$ cat src/rtl/core/scc_pkg.sv
// Package for the sector cache replacement engine.
// Holds shared constants, codes and controller/datapath command types.
`timescale 1ns / 1ps
`default_nettype none
package scc_pkg;
    localparam int DEF_CAPACITY = 32;
    localparam int SEC_W = 32;

    localparam logic [1:0] MODE_LOOKUP = 2'd0;
    localparam logic [1:0] MODE_DIRTY  = 2'd1;
    localparam logic [1:0] MODE_INSERT = 2'd2;
    localparam logic [1:0] MODE_UNUSED = 2'd3;

    localparam logic [1:0] KIND_DONE   = 2'd0;
    localparam logic [1:0] KIND_WBACK  = 2'd1;
    localparam logic [1:0] KIND_EVICT  = 2'd2;

    // Source of the sector field of a result beat.
    typedef enum logic [1:0] {
        SRC_REQ,      // requested sector
        SRC_CUR,      // entry under the pointer
        SRC_GONE      // evicted sector
    } src_t;

    typedef enum logic [3:0] {
        OP_NONE,
        OP_LOAD,      // latch request, reset scan pointer
        OP_SCAN_STEP, // advance scan pointer
        OP_SET_USE,   // set use (and dirty if mark) at pointer
        OP_SEEK_TOP,  // point at the last resident entry
        OP_SHIFT_UP,  // copy entry at ptr to ptr+1, step down
        OP_WRITE_NEW, // write new entry at ptr+1, count++, pointer to zero
        OP_HAND_STEP, // advance hand search pointer
        OP_PTR_ZERO,  // pointer back to the first entry
        OP_CLEAN,     // clear dirty at pointer
        OP_AGE,       // clear use at pointer, advance with wrap
        OP_EVICT_MARK,// record eviction, step past the evicted entry
        OP_HAND_LOAD, // hand takes the sector under the pointer
        OP_SHIFT_DOWN // copy entry ptr to ptr-1, step up; at the end count--
    } op_t;

    typedef struct packed {
        op_t op;
    } cmd_t;

    typedef struct packed {
        logic ptr_at_end;   // ptr >= count
        logic match;        // sector at ptr equals request
        logic above;        // sector at ptr greater than request
        logic over_cap;     // count exceeds capacity
        logic room;         // count below slots
        logic hand_valid;
        logic hand_ge;      // sector at ptr >= hand sector
        logic cur_dirty;
        logic cur_use;
        logic ptr_last;     // ptr + 1 >= count
        logic [1:0] mode;
    } stat_t;
endpackage
`default_nettype wire

$ cat src/rtl/core/scc_ctrl.sv
// Controller state machine for the sector cache replacement engine.
// Depends on scc_pkg; commands scc_datapath and drives the result beat.
`timescale 1ns / 1ps
`default_nettype none
module scc_ctrl (
    input  wire logic clk,
    input  wire logic rst_n,
    input  wire logic in_valid,
    output logic in_ready,
    input  wire scc_pkg::stat_t stat,
    output scc_pkg::cmd_t cmd,
    output logic out_valid,
    input  wire logic out_ready,
    output logic [1:0] out_kind,
    output logic out_hit,
    output logic out_last,
    output scc_pkg::src_t out_src
);
    import scc_pkg::*;

    typedef enum logic [3:0] {
        S_IDLE, S_FIND, S_INS_SHIFT, S_HAND, S_SWEEP, S_WB_OUT,
        S_EV_HAND, S_EV_SHIFT, S_EV_OUT, S_DONE_OUT
    } state_t;

    state_t state_reg;
    logic hit_reg;
    logic out_valid_reg;
    logic [1:0] kind_reg;
    src_t src_reg;
    logic found;
    logic scanning;

    assign in_ready = state_reg == S_IDLE;
    assign out_valid = out_valid_reg;
    assign out_kind = kind_reg;
    assign out_hit = hit_reg && kind_reg == KIND_DONE;
    assign out_last = kind_reg == KIND_DONE;
    assign out_src = src_reg;
    assign found = !stat.ptr_at_end && stat.match;
    assign scanning = !stat.ptr_at_end && !stat.match && !stat.above;

    always_comb
    begin
        cmd.op = OP_NONE;
        unique case (state_reg)
            S_IDLE: if (in_valid) cmd.op = OP_LOAD;
            S_FIND:
                if (scanning)
                    cmd.op = OP_SCAN_STEP;
                else if (stat.mode == MODE_INSERT)
                begin
                    if (!found && stat.room)
                        cmd.op = OP_SEEK_TOP;
                end
                else if (found && (stat.mode == MODE_LOOKUP || stat.mode == MODE_DIRTY))
                    cmd.op = OP_SET_USE;
            S_INS_SHIFT:
                if (!stat.ptr_at_end && stat.above) cmd.op = OP_SHIFT_UP;
                else cmd.op = OP_WRITE_NEW;
            S_HAND:
                if (stat.over_cap)
                begin
                    if (stat.hand_valid && !stat.ptr_at_end && !stat.hand_ge)
                        cmd.op = OP_HAND_STEP;
                    else if (stat.hand_valid && stat.ptr_at_end)
                        cmd.op = OP_PTR_ZERO; // no entry at or above hand: first entry
                end
            S_SWEEP:
                if (stat.cur_dirty) cmd.op = OP_CLEAN;
                else if (stat.cur_use) cmd.op = OP_AGE;
                else cmd.op = OP_EVICT_MARK;
            S_EV_HAND: cmd.op = OP_HAND_LOAD;
            S_EV_SHIFT: cmd.op = OP_SHIFT_DOWN;
            default: ;
        endcase
    end

    always_ff @(posedge clk or negedge rst_n)
    begin
        if (!rst_n)
        begin
            state_reg <= S_IDLE;
            out_valid_reg <= 1'b0;
            hit_reg <= 1'b0;
            kind_reg <= KIND_DONE;
            src_reg <= SRC_REQ;
        end
        else
        begin
            unique case (state_reg)
                S_IDLE:
                    if (in_valid)
                    begin
                        state_reg <= S_FIND;
                        hit_reg <= 1'b0;
                    end
                S_FIND:
                    if (scanning)
                        state_reg <= S_FIND;
                    else if (stat.mode == MODE_INSERT)
                    begin
                        if (!found && stat.room)
                            state_reg <= S_INS_SHIFT;
                        else
                            state_reg <= S_DONE_OUT;
                    end
                    else
                    begin
                        hit_reg <= found && (stat.mode == MODE_LOOKUP
                                             || stat.mode == MODE_DIRTY);
                        state_reg <= S_DONE_OUT;
                    end
                S_INS_SHIFT:
                    if (!(!stat.ptr_at_end && stat.above))
                        state_reg <= S_HAND;
                S_HAND:
                    if (!stat.over_cap) state_reg <= S_DONE_OUT;
                    else if (stat.hand_valid && !stat.ptr_at_end && !stat.hand_ge) ;
                    else state_reg <= S_SWEEP;
                S_SWEEP:
                    if (stat.cur_dirty)
                    begin
                        kind_reg <= KIND_WBACK;
                        src_reg <= SRC_CUR;
                        out_valid_reg <= 1'b1;
                        state_reg <= S_WB_OUT;
                    end
                    else if (!stat.cur_use)
                        state_reg <= S_EV_HAND;
                S_WB_OUT:
                    if (out_ready)
                    begin
                        out_valid_reg <= 1'b0;
                        state_reg <= S_SWEEP;
                    end
                S_EV_HAND: state_reg <= S_EV_SHIFT;
                S_EV_SHIFT:
                    if (stat.ptr_at_end)
                    begin
                        kind_reg <= KIND_EVICT;
                        src_reg <= SRC_GONE;
                        out_valid_reg <= 1'b1;
                        state_reg <= S_EV_OUT;
                    end
                S_EV_OUT:
                    if (out_ready)
                    begin
                        out_valid_reg <= 1'b0;
                        state_reg <= S_DONE_OUT;
                    end
                S_DONE_OUT:
                    if (!out_valid_reg)
                    begin
                        kind_reg <= KIND_DONE;
                        src_reg <= SRC_REQ;
                        out_valid_reg <= 1'b1;
                    end
                    else if (out_ready)
                    begin
                        out_valid_reg <= 1'b0;
                        state_reg <= S_IDLE;
                    end
                default: state_reg <= S_IDLE;
            endcase
        end
    end

`ifndef ASSERT_OFF
    a_ready_idle: assert property (@(posedge clk) disable iff (!rst_n)
        out_valid_reg |-> !in_ready)
        else $error("input taken while a result beat is pending");
    a_last_done: assert property (@(posedge clk) disable iff (!rst_n)
        out_valid_reg && out_last |-> state_reg == S_DONE_OUT)
        else $error("final beat outside done state");
    a_hold: assert property (@(posedge clk) disable iff (!rst_n)
        out_valid_reg && !out_ready |=> out_valid_reg && $stable(kind_reg))
        else $error("stalled result changed");
`endif
endmodule
`default_nettype wire

$ cat config.mk
export PLATFORM = sky130hd
export DESIGN_NAME = scc_ctrl
export DESIGN_NICKNAME = d
export VERILOG_FILES = /design/src/rtl/core/scc_pkg.sv /design/src/rtl/core/scc_ctrl.sv
export SDC_FILE = /design/constraint.sdc
export NUM_CORES = 1
export LEC_CHECK = 0
export BUFFER_PORTS_ARGS = -buffer_cell sky130_fd_sc_hd__clkbuf_2
export CORE_MARGIN = 8
export CORE_UTILIZATION = 35
export DETAILED_ROUTE_END_ITERATION = 12
export PLACE_DENSITY = 0.58
export SLEW_MARGIN = 30
export SYNTH_ARGS = -nofsm -noshare
export SYNTH_HDL_FRONTEND = slang
export SYNTH_SLANG_ARGS = --single-unit
$ cat constraint.sdc
create_clock -name clk -period 3 [get_ports clk]
set_input_delay 0.75 -clock clk [delete_from_list [all_inputs] [get_ports clk]]
set_output_delay 0.75 -clock clk [all_outputs]
set_load 0.05 [all_outputs]
==> summary.md <==
| Metric | Value |
|---|---|
| Status | completed |
| FF-to-FF Start | state_reg[2]$_DFFE_PN0P_ |
| Combinational power share | 0.691 |
| Start point of the critical path | stat[11] |
| Number of synthesized flops with an enable pin | 0 |
| M3 GR Usage | 0.0348 |
| DP HPWL | 2060 um |
| Relative slew slack | 0.650 |
| Largest net degree at the start of global routing | 22 |
| Critical Path Most Common Cell | clkbuf_2 |
| DR pass1 iterations | 4 |
| CP max-delay cell | or4b_1 |
| Crit end category | primary output |
| Post-route antenna net violation count | 0 |
| Total setup buffers inserted after CTS | 0 |
| Clk buf depth | 2 |
| Switch Pwr | 526 uW |
| Most used routing layer | met2 |
| Switching fraction of total power | 0.575 |
| Flop pwr share | 0.217 |
| Int Pwr | 388 uW |
| Fin area | 0.00108 mm^2 |
| HP Class | primary input to asynchronous set/reset pin |
| Total number of vias | 1027 |
| ANT cells | 0 |
| Number of flip-flops in the largest register | 4 |
| R2r endpoint | state_reg[2]$_DFFE_PN0P_ |
| Leakage | 0.451 nW |
| Routing usage on met1 | 0.144 |
| Slew @ Worst Pin | 520 ps |
| Worst VDD drop | 0.672 mV |
| Synth Warn # | 0 |
| Fmax | 352 MHz |
| CP Launch Type | primary input |
| # DRC | 0 |
| Seq/Total Area, Yosys | 0.217 |
| Largest fanout on the critical path | 10 |
| Power, Total | 914 uW |
| Die width | 67.4 um |
| Async S/R FF share, synth | 1.00 |
| Initial DRC count | 27 |
| Core Box Area | 0.00250 mm^2 |
| Mapped Area | 923 um^2 |
| Worst setup endpoint | cmd[0] |
| Gr usage total | 0.117 |
| Port buffer count | 26 |
| Ports | 28 |
| Top FF cell, synth | dfrtp_1 |
| Initial antenna violation count | 0 |
| Hold slack | 328 ps |
| Fin. Hold Viols | 0 |
| CTS tree | yes |
| Final setup vio count | 0 |
| Mapped Nets | 136 |
| Post-route insts no fill | 172 |
| Flop and latch count out of synthesis | 8 |
| Clk Latency, worst-skew pair | 260 ps |
| Overflow after GRT | 0 |
| TritonCTS buffer count | 3 |
| Die Y | 67.4 um |
| Clock Sinks | 8 |
| First-pass GRT wire length | 4280 um |
| CP Buf/Inv Count | 2 |
| Crit path max-delay family | simple AND/OR/NAND/NOR gates |
| Layout Skew | 13.6 ps |
| Share of cells above drive strength 1 | 0.268 |
| Setup CP Type | primary input to primary output |
| Final Slew Violations | 0 |
| Required time at the worst-slack endpoint | 2250 ps |
| Root buffer cell | clkbuf_4 |
| WL final | 2660 um |
| Total placed cells including tap cells | 169 |
| GPL Wtd Cong | 0.906 |
| Cells after Synth | 120 |
| FF-to-FF setup slack | 1150 ps |
| Drt via density | 5.97 |
| Syn Area/Cell | 7.69 um^2 |
| Synth unique cells | 43 |
| H-tree depth | 1 |
| Final nets | 160 |
| RSZ-0062 raised after global routing | no |
| Clock transition at path regs | 60 ps |
| Cell count along the critical path | 6 |
| Arrival time worst endpoint | 2090 ps |
| Pwr per Cell Area | 847 mW/mm^2 |
| Die area | 0.00454 mm^2 |
| Setup TNS | 0 ps |
| Drt wl/cell | 15.4 um |
| GR Util met2 | 0.185 |
| Clk network pwr share | 0.092 |
| Minimum clock period | 2840 ps |
| Vias in the first global route | 979 |
| Final period util | 0.946 |
| Cell Rows | 18 |
| Largest stage delay, worst path | 520 ps |
| Critical-path cell list | clkbuf_2, or4b_1, a21oi_1, a31oi_1, o21ai_1, clkbuf_2 |
| Area Overhead vs Synth | 16.8% |
| Initial core utilization | 0.369 |
| R2R depth | 5 |
| Placed instance area | 0.00105 mm^2 |
| Number of max-cap violations | 0 |
[metal layers]
metal  vias up  share of wire  routed length, um
met2        37           0.47               1260
met5         -              0                  0
met1       477           0.42               1130
li1        507              -                  -
met4         0          0.019                 50
met3         6          0.084                224
[layout by cell type, fill, tap and decap left out, types with 2 or more instances in the layout]
master | synthesis | final
o21ai_1 | 2 | 2
nand4_1 | 2 | 2
a21o_1 | 2 | 2
nor2b_1 | 6 | 6
nand2b_1 | 7 | 7
a31oi_1 | 3 | 3
o21ai_0 | 8 | 8
a211oi_1 | 3 | 3
nor3_1 | 6 | 6
nand3_1 | 3 | 3
o31a_1 | 2 | 2
a32oi_1 | 2 | 2
nor2_1 | 6 | 6
clkbuf_2 | 0 | 26
nor4_1 | 2 | 2
or2_1 | 2 | 2
a21oi_1 | 6 | 6
o41ai_1 | 2 | 2
nand2_1 | 6 | 6
or4bb_1 | 2 | 2
clkbuf_4 | 0 | 3
o22ai_1 | 2 | 2
inv_1 | 5 | 5
and3b_1 | 2 | 2
buf_4 | 2 | 5
o31ai_1 | 3 | 3
or4b_1 | 2 | 2
dfrtp_1 | 8 | 7
[worst min-delay path by stage]
| stage | startpoint | endpoint | slack, ps | depth (start not counted) |
|---|---|---|---|---|
| 2_1_floorplan | rst_n | hit_reg$_DFFE_PN0P_ | 450 | 0 |
| 6_report | rst_n | out_src[1]$_DFFE_PN0P_ | 330 | 1 |
| 4_1_cts | rst_n | out_src[1]$_DFFE_PN0P_ | 330 | 1 |
| 3_3_place_gp | hit_reg$_DFFE_PN0P_ | hit_reg$_DFFE_PN0P_ | 510 | 2 |
| 5_1_grt | rst_n | out_src[1]$_DFFE_PN0P_ | 340 | 1 |
| 3_5_place_dp | hit_reg$_DFFE_PN0P_ | hit_reg$_DFFE_PN0P_ | 510 | 2 |
[synthesized netlist by cell type (3+ instances only)]
library cell,n,area [um^2]
o21ai_0,8,40.0
buf_2,5,25.0
a211oi_1,3,22.5
nand2b_1,7,43.8
nand3_1,3,15.0
nand2_1,6,22.5
dfrtp_1,8,200
nor2b_1,6,37.5
o31ai_1,3,22.5
inv_1,5,18.8
nor3_1,6,30.0
nor2_1,6,22.5
a31oi_1,3,18.8
clkbuf_1,3,11.3
a21oi_1,6,30.0
[cell type report]
cell class                      instances  area (um^2)
Clock buffer                            3         22.5
Fill cell                             257         1420
Inverter                                5         18.8
Multi-Input combinational cell         95          631
Sequential cell                         8          201
Tap cell                               30         37.5
Timing Repair Buffer                   31          168
[worst register-to-register path, stage by stage (launching register included)]
cell and delay, ps:
dfrtp_1 370, buf_4 190, or3b_1 410, a2111oi_4 440, or2_1 200, o311ai_1 110
[through the flow]
step,worst slack (ps),util
after global placement,189,0.422
after detailed placement,178,0.422
after CTS,167,0.431
after floorplan,96.3,-
after global routing,51.7,0.431
final,161,0.431
[cells by family after synthesis]
kind of cell           share of synthesized area
AND/OR/NAND/NOR                            0.336
buffers and inverters                      0.100
flip-flops                                 0.217
AO/OA/AOI/OAI                              0.347
[power groups by stage]
| stage | logic, mW | registers (mW) | clock network [mW] |
|---|---|---|---|
| finish | 0.632 | 0.198 | 0.0840 |
| global route | 0.678 | 0.208 | 0.0940 |
| CTS | 0.630 | 0.198 | 0.0874 |
| detailed placement | 0.627 | 0.201 | 0 |
| global placement | 0.623 | 0.197 | 0 |
| floorplan | 0.474 | 0.245 | 0 |
[what timing repair did]
action,in CTS,in global routing
endpoints found under the setup margin,0,1
gates resized for setup,0,1
hold buffers,0,0
(Power assumes the default switching activity.)
